## config.mk

```make
export PLATFORM = sky130hd
export DESIGN_NAME = crc16_packet_framer
export DESIGN_NICKNAME = d
export VERILOG_FILES = /design/src/rtl/cpf_pkg.sv /design/src/rtl/cpf_front.sv /design/src/rtl/cpf_fifo.sv /design/src/rtl/cpf_back.sv /design/src/rtl/crc16_packet_framer.sv
export SDC_FILE = /design/constraint.sdc
export NUM_CORES = 1
export LEC_CHECK = 0
export BUFFER_PORTS_ARGS = -buffer_cell sky130_fd_sc_hd__buf_2
export CORE_UTILIZATION = 30
export DETAILED_ROUTE_END_ITERATION = 16
export PLACE_DENSITY = 0.54
export SLEW_MARGIN = 5
export SYNTH_ARGS = -nofsm -noshare
export SYNTH_HDL_FRONTEND = slang
export SYNTH_SLANG_ARGS = --single-unit
```

## constraint.sdc

```tcl
create_clock -name clk_i -period 3.2 [get_ports clk_i]
set_input_delay 0.32 -clock clk_i [delete_from_list [all_inputs] [get_ports clk_i]]
set_output_delay 0.32 -clock clk_i [all_outputs]
set_load 0.02 [all_outputs]
```

## src/rtl/cpf_pkg.sv

```systemverilog
// shared types, constants and the crc byte update for the packet framer
// no dependencies
package cpf_pkg;

  localparam int unsigned DefFifoDepth = 4;

  localparam logic [15:0] CrcInit = 16'hFFFF;
  localparam logic [15:0] CrcPoly = 16'h8408;

  typedef enum logic [1:0] {
    CMD_START,
    CMD_DATA,
    CMD_ERROR
  } cmd_kind_e;

  typedef enum logic [1:0] {
    PH_FIRST,
    PH_SECOND,
    PH_CRC_LO,
    PH_CRC_HI
  } phase_e;

  typedef struct packed {
    cmd_kind_e   kind;
    logic [7:0]  byte_a;
    logic [7:0]  byte_b;
    logic        close;
  } cmd_t;

  function automatic logic [15:0] crc16_feed(input logic [15:0] crc, input logic [7:0] b);
    logic [15:0] c;
    c = crc ^ {8'h00, b};
    for (int k = 0; k < 8; k++) begin
      if (c[0]) begin
        c = (c >> 1) ^ CrcPoly;
      end else begin
        c = c >> 1;
      end
    end
    return c;
  endfunction

endpackage

```

## src/rtl/cpf_front.sv

```systemverilog
// front end: accepts input words, tracks the open packet and classifies each word
// depends on cpf_pkg
module cpf_front (
  input  logic          clk_i,
  input  logic          rst_ni,
  input  logic          in_valid_i,
  input  logic          in_op_i,
  input  logic [7:0]    in_type_i,
  input  logic [7:0]    in_len_i,
  input  logic [7:0]    in_data_i,
  input  logic          q_full_i,
  output logic          in_ready_o,
  output logic          q_push_o,
  output cpf_pkg::cmd_t q_cmd_o
);
  import cpf_pkg::*;

  logic       open_q, open_d;
  logic [7:0] rem_q, rem_d;
  logic       accept;

  assign in_ready_o = !q_full_i;
  assign accept     = in_valid_i && !q_full_i;
  assign q_push_o   = accept;

  always_comb begin
    open_d  = open_q;
    rem_d   = rem_q;
    q_cmd_o = '{kind: CMD_ERROR, byte_a: 8'h00, byte_b: 8'h00, close: 1'b0};
    if (!in_op_i) begin
      q_cmd_o = '{kind: CMD_START, byte_a: in_type_i, byte_b: in_len_i,
                  close: (in_len_i == 8'h00)};
      if (accept) begin
        open_d = (in_len_i != 8'h00);
        rem_d  = in_len_i;
      end
    end else if (open_q) begin
      q_cmd_o = '{kind: CMD_DATA, byte_a: in_data_i, byte_b: 8'h00,
                  close: (rem_q == 8'h01)};
      if (accept) begin
        rem_d  = rem_q - 8'h01;
        open_d = (rem_q != 8'h01);
      end
    end
  end

  always_ff @(posedge clk_i or negedge rst_ni) begin
    if (!rst_ni) begin
      open_q <= 1'b0;
      rem_q  <= 8'h00;
    end else begin
      open_q <= open_d;
      rem_q  <= rem_d;
    end
  end

  a_open_matches_count: assert property (@(posedge clk_i) disable iff (!rst_ni)
    open_q == (rem_q != 8'h00))
    else $error("packet open flag disagrees with remaining count");

endmodule

```

## src/rtl/cpf_fifo.sv

```systemverilog
// short command queue between the front end and the byte emitter
// depends on cpf_pkg
module cpf_fifo #(
  parameter int unsigned Depth = cpf_pkg::DefFifoDepth
) (
  input  logic          clk_i,
  input  logic          rst_ni,
  input  logic          push_i,
  input  cpf_pkg::cmd_t push_cmd_i,
  output logic          full_o,
  input  logic          pop_i,
  output logic          valid_o,
  output cpf_pkg::cmd_t head_o
);
  import cpf_pkg::*;

  localparam int unsigned PtrW = (Depth > 1) ? $clog2(Depth) : 1;
  localparam int unsigned CntW = $clog2(Depth + 1);

  cmd_t            mem_q [Depth];
  logic [PtrW-1:0] wr_ptr_q, rd_ptr_q;
  logic [CntW-1:0] count_q;
  logic            do_push, do_pop;

  assign full_o  = (count_q == CntW'(Depth));
  assign valid_o = (count_q != '0);
  assign head_o  = mem_q[rd_ptr_q];
  assign do_push = push_i && !full_o;
  assign do_pop  = pop_i && valid_o;

  function automatic logic [PtrW-1:0] ptr_next(input logic [PtrW-1:0] p);
    return (p == PtrW'(Depth - 1)) ? '0 : p + PtrW'(1);
  endfunction

  always_ff @(posedge clk_i) begin
    if (do_push) begin
      mem_q[wr_ptr_q] <= push_cmd_i;
    end
  end

  always_ff @(posedge clk_i or negedge rst_ni) begin
    if (!rst_ni) begin
      wr_ptr_q <= '0;
      rd_ptr_q <= '0;
      count_q  <= '0;
    end else begin
      if (do_push) begin
        wr_ptr_q <= ptr_next(wr_ptr_q);
      end
      if (do_pop) begin
        rd_ptr_q <= ptr_next(rd_ptr_q);
      end
      if (do_push && !do_pop) begin
        count_q <= count_q + CntW'(1);
      end else if (do_pop && !do_push) begin
        count_q <= count_q - CntW'(1);
      end
    end
  end

  a_count_bound: assert property (@(posedge clk_i) disable iff (!rst_ni)
    count_q <= CntW'(Depth))
    else $error("queue count beyond depth");

  a_pointers_track_count: assert property (@(posedge clk_i) disable iff (!rst_ni)
    (count_q == '0) |-> (wr_ptr_q == rd_ptr_q))
    else $error("empty queue with unequal pointers");

endmodule

```

## src/rtl/cpf_back.sv

```systemverilog
// back end: expands queued commands into bytes, runs the crc, holds the output word
// depends on cpf_pkg
module cpf_back (
  input  logic          clk_i,
  input  logic          rst_ni,
  input  logic          q_valid_i,
  input  cpf_pkg::cmd_t q_cmd_i,
  output logic          q_pop_o,
  output logic          out_valid_o,
  input  logic          out_ready_i,
  output logic [7:0]    out_byte_o,
  output logic          out_last_o,
  output logic          out_err_o
);
  import cpf_pkg::*;

  phase_e      phase_q, phase_d;
  logic [15:0] crc_q, crc_d;
  logic        valid_q;
  logic [7:0]  byte_q, byte_d;
  logic        last_q, last_d;
  logic        err_q, err_d;
  logic        adv, emit;

  assign adv  = !valid_q || out_ready_i;
  assign emit = adv && q_valid_i;

  always_comb begin
    phase_d = phase_q;
    crc_d   = crc_q;
    byte_d  = 8'h00;
    last_d  = 1'b0;
    err_d   = 1'b0;
    q_pop_o = 1'b0;
    if (emit) begin
      unique case (phase_q)
        PH_FIRST: begin
          unique case (q_cmd_i.kind)
            CMD_START: begin
              byte_d  = q_cmd_i.byte_a;
              crc_d   = crc16_feed(CrcInit, q_cmd_i.byte_a);
              phase_d = PH_SECOND;
            end
            CMD_DATA: begin
              byte_d = q_cmd_i.byte_a;
              crc_d  = crc16_feed(crc_q, q_cmd_i.byte_a);
              if (q_cmd_i.close) begin
                phase_d = PH_CRC_LO;
              end else begin
                q_pop_o = 1'b1;
              end
            end
            default: begin
              err_d   = 1'b1;
              q_pop_o = 1'b1;
            end
          endcase
        end
        PH_SECOND: begin
          byte_d = q_cmd_i.byte_b;
          crc_d  = crc16_feed(crc_q, q_cmd_i.byte_b);
          if (q_cmd_i.close) begin
            phase_d = PH_CRC_LO;
          end else begin
            phase_d = PH_FIRST;
            q_pop_o = 1'b1;
          end
        end
        PH_CRC_LO: begin
          byte_d  = ~crc_q[7:0];
          phase_d = PH_CRC_HI;
        end
        PH_CRC_HI: begin
          byte_d  = ~crc_q[15:8];
          last_d  = 1'b1;
          phase_d = PH_FIRST;
          q_pop_o = 1'b1;
        end
        default: begin
          phase_d = PH_FIRST;
        end
      endcase
    end
  end

  always_ff @(posedge clk_i or negedge rst_ni) begin
    if (!rst_ni) begin
      phase_q <= PH_FIRST;
      crc_q   <= CrcInit;
      valid_q <= 1'b0;
    end else begin
      phase_q <= phase_d;
      crc_q   <= crc_d;
      if (adv) begin
        valid_q <= q_valid_i;
      end
    end
  end

  always_ff @(posedge clk_i) begin
    if (emit) begin
      byte_q <= byte_d;
      last_q <= last_d;
      err_q  <= err_d;
    end
  end

  assign out_valid_o = valid_q;
  assign out_byte_o  = byte_q;
  assign out_last_o  = last_q;
  assign out_err_o   = err_q;

  a_last_not_error: assert property (@(posedge clk_i) disable iff (!rst_ni)
    valid_q && last_q |-> !err_q)
    else $error("crc high byte flagged as error");

  a_error_zero_byte: assert property (@(posedge clk_i) disable iff (!rst_ni)
    valid_q && err_q |-> (byte_q == 8'h00))
    else $error("error word with nonzero byte");

endmodule

```

## src/rtl/crc16_packet_framer.sv

```systemverilog
// top level of the crc-16 packet framer: front end, command queue, byte emitter
// depends on cpf_pkg, cpf_front, cpf_fifo, cpf_back
//
//   channel  dir  tdata                                     tuser  tlast
//   s_axis   in   [7:0] type, [15:8] length, [23:16] data   op     -
//   m_axis   out  [7:0] byte                                error  crc high byte
//
// one input word is taken per cycle while the command queue has room
// the emitter sends one byte per cycle unless stalled: start 2 bytes (4 with zero length),
// payload 1 byte (3 on the last one), error 1 word; the queue absorbs the bursts
// a stalled output holds its word while the front end keeps filling the queue
// reset clears packet state, queue pointers and the crc; no clearing pass
module crc16_packet_framer #(
  parameter int unsigned FifoDepth = cpf_pkg::DefFifoDepth
) (
  input  logic        clk_i,
  input  logic        rst_ni,
  input  logic        s_axis_tvalid,
  output logic        s_axis_tready,
  input  logic [23:0] s_axis_tdata,   // [7:0] pkt_type, [15:8] payload_length, [23:16] data_byte
  input  logic        s_axis_tuser,   // [0] op
  output logic        m_axis_tvalid,
  input  logic        m_axis_tready,
  output logic [7:0]  m_axis_tdata,   // [7:0] out_byte
  output logic        m_axis_tlast,
  output logic        m_axis_tuser    // [0] error
);
  import cpf_pkg::*;

  cmd_t push_cmd, head_cmd;
  logic push, full, pop, head_valid;

  cpf_front u_front (
    .clk_i      (clk_i),
    .rst_ni     (rst_ni),
    .in_valid_i (s_axis_tvalid),
    .in_op_i    (s_axis_tuser),
    .in_type_i  (s_axis_tdata[7:0]),
    .in_len_i   (s_axis_tdata[15:8]),
    .in_data_i  (s_axis_tdata[23:16]),
    .q_full_i   (full),
    .in_ready_o (s_axis_tready),
    .q_push_o   (push),
    .q_cmd_o    (push_cmd)
  );

  cpf_fifo #(
    .Depth (FifoDepth)
  ) u_fifo (
    .clk_i      (clk_i),
    .rst_ni     (rst_ni),
    .push_i     (push),
    .push_cmd_i (push_cmd),
    .full_o     (full),
    .pop_i      (pop),
    .valid_o    (head_valid),
    .head_o     (head_cmd)
  );

  cpf_back u_back (
    .clk_i       (clk_i),
    .rst_ni      (rst_ni),
    .q_valid_i   (head_valid),
    .q_cmd_i     (head_cmd),
    .q_pop_o     (pop),
    .out_valid_o (m_axis_tvalid),
    .out_ready_i (m_axis_tready),
    .out_byte_o  (m_axis_tdata),
    .out_last_o  (m_axis_tlast),
    .out_err_o   (m_axis_tuser)
  );

endmodule
```

### Word level (Yosys, flattened, before mapping)

Memory sizes are Yosys's and may differ from the RTL's.
Cells that the tools add are included.

* mux-type cells: 110
* reduce and logical (&&, ||, !) cells: 23
* $add $sub $neg: 5
* eq/ne operators: 13
* bitwise operators: 29

Operators by type and width (count)
* 16-bit 2-to-1 mux: 80
* 2-bit NOT with 3-bit output: 24
* 16-bit case mux with 2 select lines: 2
* 8-bit 2-to-1 mux: 5
* 19-bit 2-to-1 mux: 2
* 8-bit case mux with 4 select lines: 1
* 16-bit by 8-bit bitwise XOR with 16-bit output: 2
* 8-bit NOT with 16-bit output: 1
* 8-bit NOT: 2
* 1-bit 2-to-1 mux: 10
* 3-bit AND reduction: 3
* 2-bit equality test (second input constant): 4
* 8-bit by 1-bit equality test with 1-bit output (second input constant): 1
* 8-bit zero test: 1
* 2-bit 2-to-1 mux: 4
* 8-bit by 1-bit inequality test with 1-bit output (second input constant): 1
* 2-bit case mux with 4 select lines: 1
* 8-bit nonzero test: 1
* 8-bit by 1-bit subtractor with 8-bit output (second input constant): 1
* 1-bit logical AND: 6
* 3-bit 2-to-1 mux: 2
* 3-bit inequality test (second input constant): 2
* 2-bit nonzero test: 3
* 2-bit by 1-bit adder with 2-bit output (second input constant): 2
* 13 further kinds: 19

* output and inout bits: 12
* bits in writable memories: 76
* memories kept: 1
* flip-flop bits (word level): 45
* word-level logic and storage cells: 192

Memories
* u_fifo.mem_q: words 4, width 19, rd ports 1, clocked after Yosys merged registers in 0, wr ports 1, line cpf_fifo.sv:20 `cmd_t mem_q [Depth];`

### Logic depth before layout (Yosys ltp)

Gate-level depths: netlist of the first run.
An unclocked memory read counts as a cell.

* depth after elaboration: 41
* depth in mapped cells: 11
* depth with buffers taken out: 10

### Hierarchy

Synthesis of the first run repeated with hierarchy kept, for this count alone.

* cells, all modules: 470
* area, all modules: 6120.9 um^2

Modules (own cells, without submodules)
* cpf_fifo: times used 1, cells an instance 136, seq. area each 2457.4 um^2, area each 3193.1 um^2
* cpf_back: times used 1, cells an instance 225, seq. area each 795.8 um^2, area each 2150.8 um^2
* cpf_front: times used 1, cells an instance 109, seq. area each 225.2 um^2, area each 777.0 um^2

### Worst setup path before layout of the first run

No wires, ideal clock.

* path kind: flip-flop to flip-flop
* from: register u_back.valid_q (netlist: u_back.out_valid_o)
* to: register u_fifo.count_q[1]
* data required time: 3.075 ns
* cell stages (with the launch flop): 7
* setup time: 0.125 ns
* path slack: 0.522 ns
* arrival time: 2.554 ns
* path buffers: 0
* path through: dfrtp_1 a21oi_1 o21ai_1 ha_1 inv_1 fa_1 mux2_2

* word-level cells in the longest chain between the ends: 8
* elaborated cells between the ends (all ways): 10

RTL lines
* start, declared: line cpf_back.sv:19 `logic valid_q;`
* start signal, assigned: line cpf_back.sv:95 `valid_q <= q_valid_i;`
* 1-bit zero test (*): line cpf_back.sv:25 `assign adv = !valid_q || out_ready_i;`
* 1-bit logical OR (*): line cpf_back.sv:25
* 1-bit logical AND (*): line cpf_back.sv:26 `assign emit = adv && q_valid_i;`
* via u_back.emit: line cpf_back.sv:23 `logic adv, emit;`
* 1-bit 2-to-1 mux (*): line cpf_back.sv:35 `if (emit) begin`
* 1-bit logical AND (*): line cpf_fifo.sv:29 `assign do_pop = pop_i && valid_o;`
* 1-bit zero test: line cpf_fifo.sv:53 `if (do_push && !do_pop) begin`
* 1-bit logical AND: line cpf_fifo.sv:53
* 3-bit 2-to-1 mux or 2-bit nonzero test (tied branches)
* end signal, assigned: line cpf_fifo.sv:54 `count_q <= count_q + CntW'(1);`
* end signal, assigned: line cpf_fifo.sv:56 `count_q <= count_q - CntW'(1);`
* end, declared: line cpf_fifo.sv:22 `logic [CntW-1:0] count_q;`

Mark *: on every way through the listed nets, which the timed path passes. The rest lies on a longest branch.
A chain may end at the register's enable or synchronous reset.

### Worst setup path after layout of the first run

* from: register u_fifo.rd_ptr_q[0]
* to: register u_fifo.count_q[2]

* word-level cells in the longest chain between the ends: 9
* elaborated cells between the ends (all ways): 13

RTL lines
* start, declared: line cpf_fifo.sv:21 `logic [PtrW-1:0] wr_ptr_q, rd_ptr_q;`
* start signal, assigned: line cpf_fifo.sv:51 `rd_ptr_q <= ptr_next(rd_ptr_q);`
* memory read 4 x 19 bit (*)
* 2-bit by 1-bit equality test with 1-bit output, or another cell as far along: line cpf_back.sv:38 `unique case (q_cmd_i.kind)`
* 1-bit case mux with 2 select lines: line cpf_back.sv:38
* 1-bit case mux with 3 select lines (*): line cpf_back.sv:36 `unique case (phase_q)`
* 1-bit 2-to-1 mux (*): line cpf_back.sv:35
* 1-bit logical AND (*): line cpf_fifo.sv:29
* 1-bit zero test: line cpf_fifo.sv:53
* 1-bit logical AND: line cpf_fifo.sv:53
* 3-bit 2-to-1 mux or 2-bit nonzero test (tied branches)

Every way passes the cells marked *; elsewhere a longest branch is shown, timed or not.

==> flow_metrics.py, run 1 <==
metrics = {
    "setup_path": {
        "critPathTopFamily": "multiplexers",
        "cp.depth": 10,
        "reg2regPathDepth": 10,
        "crit_path_top_delay_cell": "mux4_2",
        "cpPeakStageDelay_ns": 0.61,
        "endpoint": "u_fifo.count_q[2]",
        "rr_endpoint": "u_fifo.count_q[2]",
        "crit_chain": "mux4_2 -> nand2_1 -> a21oi_1 -> o21ai_1 -> ha_1 -> inv_1 -> fa_1 -> xor2_1 -> nor2_1 -> xor2_1",
        "cp-end-kind": "flop",
        "worstPathArrival_ns": 3.11,
        "reg2reg_from": "u_fifo.rd_ptr_q[0]",
        "crit_fanout": 7,
        "crit_required_ns": 3.54,
        "cpMostUsedCell": "xor2_1",
        "r2r_setup_slack_ns": 0.43,
        "start_kind": "flop",
        "critPathLaunch": "u_fifo.rd_ptr_q[0]",
        "crit_buf_inv": 1,
        "crit_type": "reg2reg",
    },
    "floorplanning": {
        "rows": 52,
        "core_um2": 20400,
        "die_w_um": 147,
        "chipHeight_um": 147,
        "ios": 41,
        "initial_core_util_pct": 30.8,
        "die_area_um2": 21600,
    },
    "cts": {
        "root_buffer": "clkbuf_16",
        "cts_setup_buffers": 0,
        "cts.sinks": 121,
        "clock_path_buffers": 2,
        "h-tree-depth": 4,
        "clk_latency_ns": 0.42,
        "tritoncts": "done",
        "ctsResizeCount": 0,
        "path_clk_slew_ns": 0.06,
        "cts_made_buffers": 17,
        "cts_hold_buf": 0,
    },
    "logic_synthesis": {
        "syn_inst": 491,
        "synth_area_leader_cell": "edfxtp_1",
        "seq_area_frac_synth_pct": 55.3,
        "synth_cell_types": 58,
        "avgSynthCellArea_um2": 12.8,
        "synth_warnings": 0,
        "synth_ff_type": "edfxtp_1",
        "syn-cell-area_um2": 6290,
        "synthTopCellsByCount": "86 x edfxtp_1, 45 x nand2_1, 41 x xnor2_1",
        "synth_edf_count": 86,
        "synthTopCellsByArea": "edfxtp_1 41%, mux4_2 8.6%, dfrtp_1 7.6%, dfstp_2 6.7%, xnor2_1 5.7%",
        "synth_top_area_share_pct": 41.0,
        "synth.most_common_cell": "edfxtp_1",
        "async_reset_ff_share_pct": 28.9,
        "synth_nets": 529,
        "synth_seq_cells": 121,
    },
    "sta": {
        "tightest_slew_ns": 1.08,
        "hold_violations": 0,
        "hold_slack_ns": 0.0650,
        "fmax_mhz": 361,
        "tns_ns": 0,
        "min_period_ns": 2.77,
        "drv_slew": 0,
        "fin_ws_ns": 0.430,
        "fin_crit_sh_pct": 86.6,
        "setup_viol": 0,
        "rsz0062_at_grt": "false",
        "finClkSkew_ns": 0.00685,
        "max-slew-margin-rel_pct": 27.7,
    },
    "drt": {
        "wl_met3_um": 616,
        "wl_um": 14000,
        "wl_per_cell_um": 17.2,
        "top_layer": "met4",
        "vias_per_cell": 5.00,
        "final_antenna_net_count": 0,
        "first_pass_iters": 7,
        "wl_met1_um": 6300,
        "initialDrtViolationCount": 406,
        "route.met2.wl_um": 6920,
        "num_vias": 4080,
        "drcViolationCount": 0,
    },
    "pwr": {
        "seqPwrFrac_pct": 31.2,
        "clkPwrFrac_pct": 23.4,
        "powerDensity_nw_per_um2": 1190,
        "peakVddDrop_v": 0.000463,
        "switching_share_pct": 38.3,
        "p_int_mw": 5.42,
        "combPwrFrac_pct": 45.4,
        "power_switching_mw": 3.37,
        "cellLeakagePower_nw": 2.72,
    },
    "global_route": {
        "grtUsageTotal_pct": 13.9,
        "grt_start_max_net_pins": 36,
        "grt-ovfl-total": 0,
        "grt_pass1_vias": 4142,
        "grt_first_pass_wirelength_um": 22800,
        "antenna_found_initial": 0,
    },
    "layout": {
        "nNetsFinal": 571,
        "fin_util_pct": 36.3,
        "n_fill_cell": 1987,
        "drive_gt1_share_pct": 24.7,
        "syn_to_final_growth_pct": 17.7,
        "diodes": 0,
    },
    "hold_path": {
        "hold_path.class": "in2async",
    },
    "flow_run": {
        "maxCapViolCount": 0,
    },
    "placement": {
        "dp_slack_ns": 0.429,
        "portBuffers": 40,
        "hpwl_um": 9880,
        "place_congestion": 0.832,
    },
    "outcome": {
        "status": "finished clean",
    },
}
[how the worst min path moves through the flow]
| stage | start | slack (ns) | end | cells past startpoint |
|---|---|---|---|---|
| 6_report | rst_ni | 0.06 | u_fifo.rd_ptr_q[1] | 1 |
| 3_3_place_gp | u_fifo.count_q[2] | 0.48 | u_fifo.count_q[2] | 1 |
| 5_1_grt | rst_ni | 0.11 | u_back.phase_q[1] | 1 |
| 4_1_cts | rst_ni | 0.08 | u_fifo.count_q[2] | 1 |
| 3_5_place_dp | u_back.crc_q[4] | 0.48 | u_back.crc_q[4] | 2 |
| 2_1_floorplan | rst_ni | 0.02 | u_back.out_valid_o | 0 |
[metrics by stage]
| stage | power (mW) | instances | instance area (µm²) |
|---|---|---|---|
| global placement | 6.65 | 784 | 6770 |
| floorplan | 5.84 | 491 | 6290 |
| finish | 8.79 | 816 | 7410 |
| CTS | 8.87 | 816 | 7410 |
| global route | 9.40 | 816 | 7410 |
| detailed placement | 6.78 | 784 | 6770 |
[kinds of logic after synthesis]
family / after synthesis / share of synthesized area [%]
buf+inv: 42 / 3.16
mux: 36 / 10.5
flops: 121 / 55.3
xor+xnor: 69 / 10.1
simple gates: 125 / 9.86
fa+ha+maj: 9 / 1.91
compound gates: 89 / 9.20
[final cells by class]
type,count,area (µm²),area share [%]
flip-flops and latches,121,3480,47.0
multi-input cells,328,2620,35.4
clock buffers,17,425,5.74
well taps,270,338,4.56
repair buffers,50,275,3.72
clock inverters,15,213,2.87
inverters,15,56.3,0.760
[sequential cells by signal (all words and copies together), names as in the netlist]
register,count
u_fifo.mem_q,76
u_back.crc_q,16
u_back.out_byte_o,8
u_front.rem_q,8
u_fifo.count_q,3
u_back.phase_q,2
u_fifo.rd_ptr_q,2
u_fifo.wr_ptr_q,2
u_back.out_err_o,1
u_back.out_last_o,1
u_back.out_valid_o,1
u_front.open_q,1
[layout by cell type, fill, tap and decap left out, types with 12 or more instances in the layout]
cell	Yosys	routed
edfxtp_1	86	86
buf_2	6	40
inv_1	14	14
o21ai_0	27	27
nand2_1	45	45
dfstp_2	16	16
and3_1	12	12
a21oi_1	16	15
nor2_1	20	20
xor2_1	24	24
clkbuf_16	0	17
dfrtp_1	19	19
mux4_2	24	24
xnor2_1	41	41
[power by group through the flow]
| stage | registers (mW) | clock network (mW) | logic [mW] |
|---|---|---|---|
| after floorplan | 2.67 | 0 | 3.17 |
| after global placement | 2.76 | 0 | 3.90 |
| after global routing | 2.82 | 2.16 | 4.42 |
| after detailed placement | 2.77 | 0 | 4.01 |
| after CTS | 2.75 | 2.09 | 4.03 |
| final | 2.75 | 2.05 | 3.99 |
[routing by layer]
metal / track usage (%) / vias up
li1: - / 1909
met1: 17.8 / 2046
met2: 23.1 / 108
met3: 3.23 / 17
met4: 5.10 / 0
met5: 0 / -
Note: power is estimated with default switching activity, not from simulation.
==> run 2: changes to the inputs <==
--- a/config.mk
+++ b/config.mk
@@ -6,9 +6,11 @@
 export NUM_CORES = 1
 export LEC_CHECK = 0
 export BUFFER_PORTS_ARGS = -buffer_cell sky130_fd_sc_hd__buf_2
-export CORE_UTILIZATION = 30
+export CELL_PAD_IN_SITES_DETAIL_PLACEMENT = 0
+export CELL_PAD_IN_SITES_GLOBAL_PLACEMENT = 2
+export CORE_UTILIZATION = 35
 export DETAILED_ROUTE_END_ITERATION = 16
-export PLACE_DENSITY = 0.54
+export PLACE_DENSITY = 0.77
 export SLEW_MARGIN = 5
 export SYNTH_ARGS = -nofsm -noshare
 export SYNTH_HDL_FRONTEND = slang
==> run 2 against run 1 <==
Combinational power fell by 2%. Hold slack got worse by 0.023 ns. Sequential power barely moved. Die area fell by 14%. Register-to-register slack barely moved. Global-route usage rose by 2.0 points. Total power fell by 2.2%. Wire length fell by 3.5%. Clock skew rose by 0.0037 ns. Cell area fell by 1.4%. Via count fell by 3.1%. Largest cell class unchanged.
==> flow_metrics.py, run 2 (synthesized netlist as in run 1, its figures left out) <==
metrics = {
    "drt": {
        "initialDrtViolationCount": 211,
        "wl_um": 13500,
        "first_pass_iters": 5,
        "wl_per_cell_um": 17.6,
        "final_antenna_net_count": 0,
        "vias_per_cell": 5.14,
        "drcViolationCount": 0,
        "num_vias": 3955,
    },
    "pwr": {
        "seqPwrFrac_pct": 31.8,
        "p_int_mw": 5.32,
        "power_mw": 8.60,
        "cellLeakagePower_nw": 2.70,
        "power_switching_mw": 3.28,
        "switching_share_pct": 38.1,
        "peakVddDrop_v": 0.000468,
        "powerDensity_nw_per_um2": 1180,
        "clkPwrFrac_pct": 22.6,
        "combPwrFrac_pct": 45.6,
    },
    "global_route": {
        "grt_first_pass_wirelength_um": 22000,
        "grt-ovfl-total": 0,
        "grt_util_met1_pct": 21.6,
        "grt_pass1_vias": 3994,
        "grt_start_max_net_pins": 36,
        "grtUsageTotal_pct": 16.0,
        "globalRouteMet3Util_pct": 3.47,
        "antenna_found_initial": 0,
        "grt-busiest-layer": "met2",
        "use_met2_pct": 24.9,
    },
    "layout": {
        "diodes": 0,
        "reg.largest.list": "u_fifo.mem_q: 76 flops, u_back.crc_q: 16 flops",
        "largest_reg_flops": 76,
        "drive_gt1_share_pct": 24.2,
        "nNetsFinal": 570,
        "final_cell_mix": "86 x edfxtp_1, 45 x nand2_1, 41 x xnor2_1",
        "n_fill_cell": 1630,
        "syn_to_final_growth_pct": 16.1,
        "final_common_cell": "edfxtp_1",
        "largest_register": "u_fifo.mem_q",
    },
    "placement": {
        "place_congestion": 0.819,
        "hpwl_um": 9330,
        "portBuffers": 40,
    },
    "cts": {
        "root_buffer": "clkbuf_16",
        "cts_made_buffers": 17,
        "cts.sinks": 121,
        "ctsResizeCount": 0,
        "clock_path_buffers": 2,
        "h-tree-depth": 4,
        "clk_latency_ns": 0.42,
        "path_clk_slew_ns": 0.06,
        "cts_hold_buf": 0,
        "cts_setup_buffers": 0,
        "tritoncts": "done",
    },
    "sta": {
        "fin_crit_sh_pct": 86.2,
        "min_period_ns": 2.76,
        "fmax_mhz": 363,
        "setup_viol": 0,
        "drv_slew": 0,
        "rsz0062_at_grt": "false",
        "hold_violations": 0,
        "tns_ns": 0,
        "max-slew-margin-rel_pct": 30.6,
        "finClkSkew_ns": 0.0106,
        "tightest_slew_ns": 1.04,
    },
    "floorplanning": {
        "die_w_um": 136,
        "initial_core_util_pct": 36.1,
        "ios": 41,
        "core_um2": 17400,
        "chipHeight_um": 136,
        "rows": 48,
        "die_area_um2": 18500,
    },
    "outcome": {
        "status": "finished clean",
    },
    "setup_path": {
        "cpPeakStageDelay_ns": 0.60,
        "crit_path_top_delay_cell": "mux4_2",
        "crit_fanout": 7,
        "crit_chain": "mux4_2 -> nand2_1 -> a21oi_1 -> o21ai_1 -> ha_1 -> inv_1 -> fa_1 -> xor2_1 -> nor2_1 -> xor2_1",
        "cpMostUsedCell": "xor2_1",
        "crit_type": "reg2reg",
        "start_kind": "flop",
        "crit_required_ns": 3.54,
        "worstPathArrival_ns": 3.09,
        "cp-end-kind": "flop",
    },
    "hold_path": {
        "hold_path.class": "in2async",
    },
    "flow_run": {
        "maxCapViolCount": 0,
    },
}
[run 2: stage by stage]
stage	instance area, µm²	hold slack [ns]	cells	setup slack [ns]	util [%]
6_report	7310	0.0416	770	0.443	41.9
5_1_grt	7310	0.0975	770	0.148	41.9
3_5_place_dp	6710	0.481	738	0.440	38.5
4_1_cts	7310	0.0662	770	0.424	41.9
2_1_floorplan	6290	0.0244	491	0.522	-
3_3_place_gp	6710	0.474	738	0.498	38.5
[run 2: area by class of cell]
type	count	area (µm²)	share of cell area (%)
Clock buffer	18	429	5.87
Timing Repair Buffer	49	268	3.67
Inverter	15	56.3	0.771
Multi-Input combinational cell	328	2620	35.9
Sequential cell	121	3480	47.6
Clock inverter	14	171	2.35
Tap cell	225	282	3.85
[run 2: final timing paths]
kind	startpoint	end	slack (ns)	cells after the start
setup / recovery	u_fifo.rd_ptr_q[0]	u_fifo.count_q[2]	0.44	10
hold / removal	rst_ni	u_back.phase_q[1]	0.04	1
setup reg to reg	u_fifo.rd_ptr_q[0]	u_fifo.count_q[2]	0.44	10
hold reg to reg	u_fifo.count_q[2]	u_fifo.count_q[2]	0.49	1
max in group asynchronous	rst_ni	u_front.rem_q[3]	2.59	1
min in group clk_i	m_axis_tready	u_back.out_valid_o	0.18	4
[run 2: power by group through the flow]
stage / clock network [mW] / registers, mW / logic (mW)
6_report: 1.95 / 2.74 / 3.92
5_1_grt: 2.05 / 2.81 / 4.35
4_1_cts: 1.98 / 2.74 / 3.96
3_5_place_dp: 0 / 2.77 / 3.94
3_3_place_gp: 0 / 2.75 / 3.89
2_1_floorplan: 0 / 2.67 / 3.17
[run 2: critical path, delay by kind of cell, from the launching register on]
family	cells	cell delay, ns
simple gates	2	0.26
buf+inv	1	0.06
xor+xnor	2	0.32
mux	1	0.60
fa+ha+maj	2	0.61
flops	1	0.45
compound gates	2	0.38
[run 2: per-layer routing]
metal	share of wire (%)	wire length, µm
met1	47	6370
met2	48	6460
met3	3.4	459
met4	1.9	259
met5	0	0
